--- src/rtl/core/mar_pkg.sv ---
`timescale 1ns / 1ps
// Shared types, codes and helper functions for the memory access request handler.
// No dependencies.
package mar_pkg;

	localparam logic [7:0] VERSION_CODE   = 8'h10;
	localparam logic [7:0] GEN_POLY       = 8'hC5;
	localparam logic [7:0] CRC_INIT       = 8'hFF;
	localparam logic [7:0] CHECK_MASK     = 8'hE7;
	localparam logic [7:0] AUTOINC_ENABLE = 8'h01;

	localparam logic [1:0] KIND_TX    = 2'd0;
	localparam logic [1:0] KIND_READ  = 2'd1;
	localparam logic [1:0] KIND_WRITE = 2'd2;
	localparam logic [1:0] KIND_DROP  = 2'd3;

	localparam logic [2:0] RESP_EMPTY = 3'd0;
	localparam logic [2:0] RESP_DATA  = 3'd1;
	localparam logic [2:0] RESP_BAD   = 3'd2;

	localparam logic [2:0] REQ_VERSION = 3'd0;
	localparam logic [2:0] REQ_FLAGS   = 3'd1;
	localparam logic [2:0] REQ_ADDR    = 3'd2;
	localparam logic [2:0] REQ_READ    = 3'd3;
	localparam logic [2:0] REQ_WRITE   = 3'd4;

	typedef enum logic [1:0] {PH_HEADER, PH_BODY, PH_REPLY} phase_t;
	typedef enum logic [1:0] {PEND_NONE, PEND_READ, PEND_WRITE} pend_t;

	// one CRC-8 byte step, MSB first
	function automatic logic [7:0] crc_feed(input logic [7:0] crc, input logic [7:0] data);
		logic [7:0] c;
		logic [7:0] b;
		logic       top;
		c = crc;
		b = data;
		for (int i = 0; i < 8; i++) begin
			top = c[7];
			c = {c[6:0], b[7]};
			b = {b[6:0], 1'b0};
			if (top) begin
				c = c ^ GEN_POLY;
			end
		end
		return c;
	endfunction

	function automatic logic odd3(input logic [2:0] v);
		return ^v;
	endfunction

	function automatic logic [7:0] make_header(input logic [2:0] rsp, input logic [2:0] size);
		logic [7:0] h;
		h = {rsp, 2'b00, size} & CHECK_MASK;
		h[4] = odd3(rsp);
		h[3] = odd3(size);
		return h;
	endfunction

endpackage

--- src/rtl/core/memory_access_request_handler_core.sv ---
`timescale 1ns / 1ps
// Device side of a byte-framed memory access link: frame check, request decode, response send.
// Depends on mar_pkg.
//
// Input channel (in_valid / in_stall): one word is either a link byte (action 0)
// or a memory reply (action 1, reply_ok, reply_data).
// Output channel (out_valid / out_stall): one word is a transmit byte, a memory
// read or write request, or a frame-dropped report; last marks the final word
// caused by an input word.
// Results: a word that causes a single result (drop, memory request) shows it
// in the output register in the cycle after acceptance. A response frame starts
// once the sequencer has entered its send state and loaded the header into the
// output register, then goes out one byte per cycle while the receiver does not
// stall: header, 1 to 8 data bytes and CRC, so 3 to 10 bytes.
// Flow: one input word at a time. in_stall is high while a response frame is
// being sent or a result sits in the output register, so no new word is taken
// before the last is through; the byte sequencer runs around the single shared CRC byte unit.
// The shared CRC unit checks received frames while idle and builds the
// response CRC while sending.
// Reset: phase waits for a header, no access pending, address and auto-increment
// cleared, output register empty.
// Receiver stall: the output register holds its word and the sequencer waits.
module memory_access_request_handler_core
	import mar_pkg::*;
(
	input  logic        clk,
	input  logic        arst_n,
	input  logic        in_valid,
	output logic        in_stall,
	input  logic        action,
	input  logic [7:0]  link_byte,
	input  logic        reply_ok,
	input  logic [63:0] reply_data,
	output logic        out_valid,
	input  logic        out_stall,
	output logic [1:0]  kind,
	output logic [7:0]  tx_byte,
	output logic [63:0] mem_address,
	output logic [63:0] write_data,
	output logic [3:0]  byte_count,
	output logic        last
);

	typedef enum logic {ST_IDLE, ST_SEND} state_t;

	state_t      state_q;
	phase_t      phase_q;
	pend_t       pend_q;
	logic [7:0]  header_q;
	logic [3:0]  seen_q;
	logic [7:0]  frame_q [8];
	logic [7:0]  crc_q;
	logic [63:0] addr_q;
	logic        autoinc_q;
	logic [3:0]  cnt_q;

	// response frame sequencer
	logic [2:0]  rsp_q;
	logic [2:0]  size_q;
	logic [63:0] txdata_q;
	logic [3:0]  idx_q;

	// output register
	logic        out_valid_q;
	logic [1:0]  kind_q;
	logic [7:0]  tx_q;
	logic [63:0] maddr_q;
	logic [63:0] wdata_q;
	logic [3:0]  bcnt_q;
	logic        last_q;

	logic        accept;
	logic        out_free;
	logic [3:0]  last_idx;
	logic [2:0]  data_sel;
	logic [7:0]  tx_pre;
	logic [7:0]  crc_base;
	logic [7:0]  crc_in;
	logic [7:0]  crc_out;
	logic [2:0]  hreq;
	logic [2:0]  hsize;
	logic        body_done;
	logic [63:0] addr_be;
	logic [63:0] wd_asm;
	logic [3:0]  size_x;

	// request decode at the end of a good frame
	logic        frame_ok;
	logic        issue_now;
	logic        flags_hit;
	logic        addr_hit;
	logic [2:0]  dec_rsp;
	logic [63:0] dec_txdata;
	logic        dec_issue;
	logic [1:0]  dec_kind;
	logic [63:0] dec_wdata;
	logic [3:0]  dec_cnt;
	pend_t       dec_pend;

	// response to a memory reply
	logic [2:0]  rep_rsp;
	logic [2:0]  rep_size;
	logic [63:0] rep_txdata;

	assign in_stall = (state_q != ST_IDLE) || out_valid_q;
	assign accept   = in_valid && !in_stall;
	assign out_free = !out_valid_q || !out_stall;

	assign last_idx = {1'b0, size_q} + 4'd2;
	assign data_sel = 3'(idx_q - 4'd1);
	assign hreq     = header_q[7:5];
	assign hsize    = header_q[2:0];
	assign size_x   = {1'b0, hsize};
	assign body_done = seen_q > size_x;

	always_comb begin
		if (idx_q == 4'd0) begin
			tx_pre = make_header(rsp_q, size_q);
		end else begin
			tx_pre = txdata_q[{data_sel, 3'b000} +: 8];
		end
	end

	// shared CRC byte unit: receive check while idle, response CRC while sending
	always_comb begin
		if (state_q == ST_SEND) begin
			crc_base = crc_q;
			crc_in   = (idx_q == last_idx) ? 8'h00 : tx_pre;
		end else if (phase_q == PH_HEADER) begin
			crc_base = CRC_INIT;
			crc_in   = link_byte;
		end else begin
			crc_base = crc_q;
			crc_in   = body_done ? 8'h00 : link_byte;
		end
	end
	assign crc_out = crc_feed(crc_base, crc_in);

	always_comb begin
		for (int i = 0; i < 8; i++) begin
			addr_be[8*(7-i) +: 8] = frame_q[i];
			wd_asm[8*i +: 8]      = (4'(i) <= size_x) ? frame_q[i] : 8'h00;
		end
	end

	assign frame_ok  = !action && phase_q == PH_BODY && body_done && crc_out == link_byte;
	assign issue_now = frame_ok && dec_issue;
	assign flags_hit = hreq == REQ_FLAGS && hsize == 3'd0;
	assign addr_hit  = hreq == REQ_ADDR && hsize == 3'd7;

	// decode the request; anything not matched answers invalid
	always_comb begin
		dec_rsp    = RESP_BAD;
		dec_txdata = {56'd0, frame_q[0]};
		dec_issue  = 1'b0;
		dec_kind   = KIND_DROP;
		dec_wdata  = '0;
		dec_cnt    = '0;
		dec_pend   = PEND_NONE;
		priority if (hreq == REQ_VERSION && hsize == 3'd0 && frame_q[0] == 8'h00) begin
			dec_rsp    = RESP_DATA;
			dec_txdata = {56'd0, VERSION_CODE};
		end else if (flags_hit && frame_q[0] == AUTOINC_ENABLE) begin
			dec_rsp = RESP_EMPTY;
		end else if (addr_hit) begin
			dec_rsp = RESP_EMPTY;
		end else if (hreq == REQ_READ && hsize == 3'd0 && frame_q[0] < 8'd8) begin
			dec_issue = 1'b1;
			dec_kind  = KIND_READ;
			dec_cnt   = frame_q[0][3:0] + 4'd1;
			dec_pend  = PEND_READ;
		end else if (hreq == REQ_WRITE) begin
			dec_issue = 1'b1;
			dec_kind  = KIND_WRITE;
			dec_wdata = wd_asm;
			dec_cnt   = size_x + 4'd1;
			dec_pend  = PEND_WRITE;
		end else begin
			dec_issue = 1'b0;
		end
	end

	// failed access answers invalid and echoes the first frame byte
	always_comb begin
		rep_rsp    = RESP_BAD;
		rep_size   = '0;
		rep_txdata = {56'd0, frame_q[0]};
		if (reply_ok) begin
			if (pend_q == PEND_READ) begin
				rep_rsp    = RESP_DATA;
				rep_size   = 3'(cnt_q - 4'd1);
				rep_txdata = reply_data;
			end else begin
				rep_rsp = RESP_EMPTY;
			end
		end
	end

	always_ff @(posedge clk or negedge arst_n) begin
		if (!arst_n) begin
			state_q     <= ST_IDLE;
			phase_q     <= PH_HEADER;
			pend_q      <= PEND_NONE;
			header_q    <= '0;
			seen_q      <= '0;
			crc_q       <= CRC_INIT;
			addr_q      <= '0;
			autoinc_q   <= 1'b0;
			cnt_q       <= '0;
			out_valid_q <= 1'b0;
			rsp_q       <= '0;
			size_q      <= '0;
			idx_q       <= '0;
		end else begin
			// while sending, the sequencer reloads the output register itself
			if (out_valid_q && !out_stall && state_q != ST_SEND) begin
				out_valid_q <= 1'b0;
			end
			unique case (state_q)
				ST_IDLE: begin
					if (accept) begin
						kind_q   <= issue_now ? dec_kind : KIND_DROP;
						tx_q     <= 8'h00;
						maddr_q  <= issue_now ? addr_q : '0;
						wdata_q  <= issue_now ? dec_wdata : '0;
						bcnt_q   <= issue_now ? dec_cnt : '0;
						last_q   <= 1'b1;
						idx_q    <= '0;
						rsp_q    <= action ? rep_rsp : dec_rsp;
						size_q   <= action ? rep_size : 3'd0;
						txdata_q <= action ? rep_txdata : dec_txdata;
						if (!action) begin
							unique case (phase_q)
								PH_HEADER: begin
									if (link_byte[4] != odd3(link_byte[7:5]) ||
									    link_byte[3] != odd3(link_byte[2:0])) begin
										out_valid_q <= 1'b1;
									end else begin
										header_q <= link_byte;
										seen_q   <= '0;
										crc_q    <= crc_out;
										phase_q  <= PH_BODY;
									end
								end
								PH_BODY: begin
									if (!body_done) begin
										frame_q[seen_q[2:0]] <= link_byte;
										crc_q  <= crc_out;
										seen_q <= seen_q + 4'd1;
									end else begin
										seen_q <= '0;
										crc_q  <= CRC_INIT;
										if (!frame_ok) begin
											phase_q     <= PH_HEADER;
											out_valid_q <= 1'b1;
										end else if (dec_issue) begin
											// memory request, wait for the reply
											phase_q     <= PH_REPLY;
											pend_q      <= dec_pend;
											cnt_q       <= dec_cnt;
											out_valid_q <= 1'b1;
										end else begin
											phase_q <= PH_HEADER;
											state_q <= ST_SEND;
											if (flags_hit) begin
												autoinc_q <= frame_q[0] == AUTOINC_ENABLE;
											end
											if (addr_hit) begin
												addr_q <= addr_be;
											end
										end
									end
								end
								default: begin
								end
							endcase
						end else if (phase_q == PH_REPLY && pend_q != PEND_NONE) begin
							phase_q <= PH_HEADER;
							pend_q  <= PEND_NONE;
							state_q <= ST_SEND;
							if (reply_ok && autoinc_q) begin
								addr_q <= addr_q + {60'd0, cnt_q};
							end
						end
					end
				end
				ST_SEND: begin
					if (out_free) begin
						out_valid_q <= 1'b1;
						kind_q  <= KIND_TX;
						maddr_q <= '0;
						wdata_q <= '0;
						bcnt_q  <= '0;
						if (idx_q == last_idx) begin
							tx_q    <= crc_out;
							last_q  <= 1'b1;
							crc_q   <= CRC_INIT;
							state_q <= ST_IDLE;
						end else begin
							tx_q   <= tx_pre;
							last_q <= 1'b0;
							crc_q  <= crc_out;
							idx_q  <= idx_q + 4'd1;
						end
					end
				end
				default: begin
				end
			endcase
		end
	end

	assign out_valid   = out_valid_q;
	assign kind        = kind_q;
	assign tx_byte     = tx_q;
	assign mem_address = maddr_q;
	assign write_data  = wdata_q;
	assign byte_count  = bcnt_q;
	assign last        = last_q;

endmodule

--- config.mk ---
export PLATFORM = sky130hd
export DESIGN_NAME = memory_access_request_handler_core
export DESIGN_NICKNAME = d
export VERILOG_FILES = /design/src/rtl/core/mar_pkg.sv /design/src/rtl/core/memory_access_request_handler_core.sv
export SDC_FILE = /design/constraint.sdc
export NUM_CORES = 1
export LEC_CHECK = 0
export BUFFER_PORTS_ARGS = -buffer_cell sky130_fd_sc_hd__buf_4
export CAP_MARGIN = 20
export CORE_MARGIN = 2
export CORE_UTILIZATION = 60
export DETAILED_ROUTE_END_ITERATION = 8
export MAX_ROUTING_LAYER = met4
export PLACE_DENSITY_LB_ADDON = 0.3
export SYNTH_ARGS = -nofsm -noshare
export SYNTH_HDL_FRONTEND = slang
export SYNTH_SLANG_ARGS = --single-unit
--- constraint.sdc ---
create_clock -name clk -period 10.9 [get_ports clk]
set_input_delay 3.27 -clock clk [delete_from_list [all_inputs] [get_ports clk]]
set_output_delay 3.27 -clock clk [all_outputs]
set_load 0.01 [all_outputs]
After elaboration in Yosys (flattened, before gate mapping)
Memory sizes are Yosys's and may differ from the RTL's.
Cells that the tools add are included.
{ "word_totals": {"inputBits": 78, "ram_bits": 64, "register_bits": 312, "mem_count": 1, "out_inout_bits": 145} }
{ "mem_list": {"columns": ["memory", "depth", "word_bits", "read_ports", "rd_clocked_by_memory_dff", "wr", "line", "text"], "rows": [
  ["frame_q", 8, 8, 8, 0, 1, "memory_access_request_handler_core.sv:51", "logic [7:0] frame_q [8];"]
]} }
{ "op_classes": {"mux": 145, "order_cmp": 10, "n_shift": 1, "n_reduce_logical": 53, "add_sub_neg": 8, "bitwise_logic": 12, "eq_ne": 25} }
{ "op_table": {"columns": ["operator", "count"], "rows": [
  ["64-bit two-way mux", 21],
  ["8-bit two-way mux", 33],
  ["64-bit one-hot mux with 2 select lines", 2],
  ["64-bit by 4-bit adder with 64-bit output", 1],
  ["64-bit by 7-bit indexed part select with 8-bit output", 1],
  ["2-bit two-way mux", 27],
  ["4-bit two-way mux", 13],
  ["8-bit one-hot mux with 2 select lines", 3],
  ["1-bit two-way mux", 33],
  ["4-bit inverter", 8],
  ["4-bit one-hot mux with 2 select lines", 3],
  ["1-bit logical AND", 17],
  ["5-bit AND reduction", 3],
  ["7-bit AND reduction", 2],
  ["2-bit nonzero test", 7],
  ["4-bit by 1-bit adder with 4-bit output (second input constant)", 3],
  ["3-bit <= comparator (first input constant)", 4],
  ["3-bit two-way mux", 4],
  ["3-bit != test (second input constant)", 4],
  ["3-bit XOR reduction", 4],
  ["2-bit != test (second input constant)", 5],
  ["3-bit AND reduction", 3],
  ["9-bit AND reduction", 1],
  ["8-bit by 1-bit equality test with 1-bit output (second input constant)", 1],
  ["other kinds (29)", 51]
]} }

Longest topological paths before layout
{ "depth": {"word_depth": 29, "depth_mapped": 19} }

Worst setup path after synthesis
No wires, ideal clock.
{ "synth_timing": {"path_type": "in2reg", "from": "input port in_valid", "to": "register bcnt_q[0] (netlist: byte_count[0]) (enable)", "setup_ps": 519, "arrival_time_ps": 6888, "required_time_ps": 10381, "slack_ps": 3494, "cell_stages": 3, "path_cell_list": "nor2b_1 > a21o_1 > and2_1"} }
{ "synth_between": {"elab_chain_len": 3} }
{ "synth_rtl": {"columns": ["element", "line", "text"], "rows": [
  ["from (decl)", "memory_access_request_handler_core.sv:28", "input logic in_valid,"],
  ["1-bit logical AND", "memory_access_request_handler_core.sv:106", "assign accept = in_valid && !in_stall;"],
  ["2-bit != test (no source line)", null, null],
  ["3-bit AND reduction (no source line)", null, null],
  ["to (signal assigned)", "memory_access_request_handler_core.sv:226", "bcnt_q <= issue_now ? dec_cnt : '0;"],
  ["to (decl)", "memory_access_request_handler_core.sv:69", "logic [3:0] bcnt_q;"]
]} }
No other way between the ends.
A chain may end at the register's enable or synchronous reset.

Worst setup path in the final report
{ "layout_timing": {"from": "input port in_valid", "to": "register addr_q[60]"} }
{ "layout_between": {"elab_chain_len": 2} }
{ "layout_rtl": {"columns": ["element", "line", "text"], "rows": [
  ["1-bit logical AND", "memory_access_request_handler_core.sv:106", null],
  ["9-bit AND reduction (no source line)", null, null],
  ["to (signal assigned)", "memory_access_request_handler_core.sv:269", "addr_q <= addr_be;"],
  ["to (signal assigned)", "memory_access_request_handler_core.sv:282", "addr_q <= addr_q + {60'd0, cnt_q};"],
  ["to (decl)", "memory_access_request_handler_core.sv:53", "logic [63:0] addr_q;"]
]} }
No other way between the ends.

==> metrics.cfg <==
[critical_path]
startpoint=in_valid
r2r-start=idx_q[0]
critPathRequiredTime_ns=11.26
path_cells=buf_4 > nor2b_1 > nand2_1 > a21oi_1 > and2_1 > buf_4 > nand2_1 > o41ai_4 > buf_4 > o221ai_1
cp_common_cell=buf_4
cp_max_fo=60
cpPeakStageDelay_ns=0.59
slowest_stage=buf_4
cp-end-kind=register
crit_type=primary input to register
critPathArrivalTime_ns=6.51
critPathLaunchType=primary input

[outcome]
status=finished clean

[sta]
setup_viol=0
finClkSkew_ns=0.02059
slew_headroom_pct=32.48
min_period_ns=6.154
slew_violations=0
hold_viol=0
grt_setup_unrepaired=no
setup_slack_ns=4.746
clock.fmax_mhz=162.5
worstMarginPinSlew_ns=1.013
finalCritPeriodShare_pct=56.46
tns_ns=0

[clock_network]
path_clk_slew_ns=0.06
ctsHoldBuffers=0
cts_max_level=2
cts_buffer_depth=3
clk_latency_ns=0.53
cts_tree=yes
cts.sink_count=373
cts_setup_buffers=0
clockRootBuffer=clkbuf_16
cts.repair.resized=0
cts_buffers=38

[floorplan]
core_area_sq_um=28940
pin_count=223
start_util_pct=61.37
row_count=62
dieHeight_microns=176.0
dieArea_sq_um=30990
die_width_microns=176.0

[synthesis]
syn-mean-instance-area_sq_um=12.49
synth_flop_cell=edfxtp_1
synth_area_leaders=edfxtp_1, dfrtp_1, and3_1
ys_types=81
synth_edf_count=271
async_flop_share_pct=27.35
synth_cells=1422
synth_top_cell_area_share_pct=45.83
synth_top_cell_by_area=edfxtp_1
ys_seq_elements=373
netlist_area_sq_um=17760
synth_nets=1520
yosys_warnings=0
seq_area_frac_synth_pct=60.26

[flow_run]
max_cap_violations=0

[route]
drt_iter0_drc=1244
drc=0
dr.pass1.iters=5
viasPerCell=6.239
wire_per_inst_microns=21.68
via_count=12696
antenna_left=0
routed_wl_mm=44.12

[final_layout]
drive_above_1_share_pct=22.85
synthToLayoutAreaGrowth_pct=17.64
seqCellArea_sq_um=10700
fill_cells=1906
final_nets=1719
multi_input_area_sq_um=6540

[placement]
gp_congestion=0.9368
pre_cts_slack_ns=4.399
port_buffers=222
dp_hpwl_mm=29.27

[global_route]
antenna_found_initial=1
track_usage_pct=29.19
grt_pass1_wl_mm=67.89
overflow=0
grt_max_degree=92
grt_pass1_vias=12386

[pwr]
irDropWorstVdd_uv=197.3
powerDensity_nw_per_um2=217.8
power.leakage_nw=8.654

[worst_hold_path]
hold_path_class=register to register
holdCritStartpoint=autoinc_q

layout by cell type, fill, tap and decap left out, types with 14 or more instances in the layout:
master,count
ha_1,19
nand3_1,31
and4_1,18
xor2_1,23
xnor2_1,29
o221a_1,26
nor3_1,16
and3_1,156
clkbuf_16,39
nor2_1,87
nand2_1,89
a21oi_1,42
dfrtp_1,94
nand4_1,19
o221a_2,28
inv_1,32
mux2i_1,41
edfxtp_1,271
buf_4,236
a31oi_1,14
o21ai_0,66
and2_1,75
worst max-delay path: cells and delay by family:
| kind | cells | cell delay [ns] |
|---|---|---|
| and+or+nand+nor | 4 | 1.22 |
| AOI/OAI and AO/OA | 3 | 0.88 |
| buffers and inverters | 3 | 1.07 |
through the flow:
step           instance area (sq um)  utilization [%]  total power [W]  hold WS (ns)  instances
2_1_floorplan                  17760                -         0.002822        0.4588       1422
3_3_place_gp                   19620            67.79         0.003235        0.4699       1962
3_5_place_dp                   19620            67.79         0.003261        0.4867       1962
4_1_cts                        20860            72.10         0.004555        0.5014       2031
5_1_grt                        20890            72.20         0.004736        0.5204       2035
6_report                       20890            72.20         0.004549        0.5094       2035
area by class of cell:
class | instances | share of cell area, %
Clock buffer | 50 | 5.013
Sequential cell | 373 | 51.22
Tap cell | 384 | 2.300
Antenna cell | 1 | 0.01198
Clock inverter | 19 | 0.9523
Multi-Input combinational cell | 936 | 31.30
Timing Repair Buffer | 239 | 8.606
Inverter | 33 | 0.5929
cell usage after synthesis, types with 16 or more instances:
cell,number
edfxtp_1,271
and3_1,157
dfrtp_1,94
nand2_1,89
nor2_1,88
and2_1,76
o21ai_0,66
clkbuf_1,44
a21oi_1,42
mux2i_1,41
inv_1,32
nand3_1,31
xnor2_1,29
o221a_2,28
o221a_1,26
xor2_1,23
ha_1,19
nand4_1,19
and4_1,18
nor3_1,16
path summary, 6_finish.rpt:
kind,end,slack (ns),depth (start not counted)
hold reg to reg,autoinc_q,0.51,1
hold / removal,autoinc_q,0.51,1
min in group asynchronous,idx_q[1],2.76,1
max in group asynchronous,addr_q[44],6.87,2
setup / recovery,addr_q[60],4.75,10
setup reg to reg,cnt_q[3],5.65,13
state kept, by name (all words and copies together), names as in the netlist, 2 cells and up:
register and cells:
rsp_q 2, cnt_q 4, byte_count 4, txdata_q 64, header_q 6, pend_q 2, tx_byte 8, size_q 3
addr_q 64, seen_q 4, mem_address 64, phase_q 2, write_data 64, crc_q 8, idx_q 4, frame_q 64
kind 2
cell families (layout without fill, tap and decap cells):
kind of cell,Yosys count,after routing,synth area share (%)
buf+inv,113,341,3.100
flops,373,373,60.26
xor+xnor,58,58,3.319
other cells,0,1,0
compound gates,246,246,10.36
mux,62,62,4.340
simple gates,550,550,17.18
fa+ha+maj,20,20,1.451
power by group:
part | total [W] | switching (W) | internal (W)
sequential | 0.00186 | 0.000112 | 0.00175
combinational | 0.00139 | 0.000824 | 0.000570
clock | 0.00129 | 0.000540 | 0.000755
total | 0.00455 | 0.00148 | 0.00307
per-layer routing:
layer / up-vias / global-route usage (%) / wire length (microns)
li1: 5789 / - / -
met1: 6116 / 37.66 / 17270
met2: 661 / 47.14 / 21420
met3: 130 / 4.931 / 3854
met4: 0 / 10.54 / 1579
met5: - / - / 0
No activity file was read; power rests on OpenSTA's default activity.
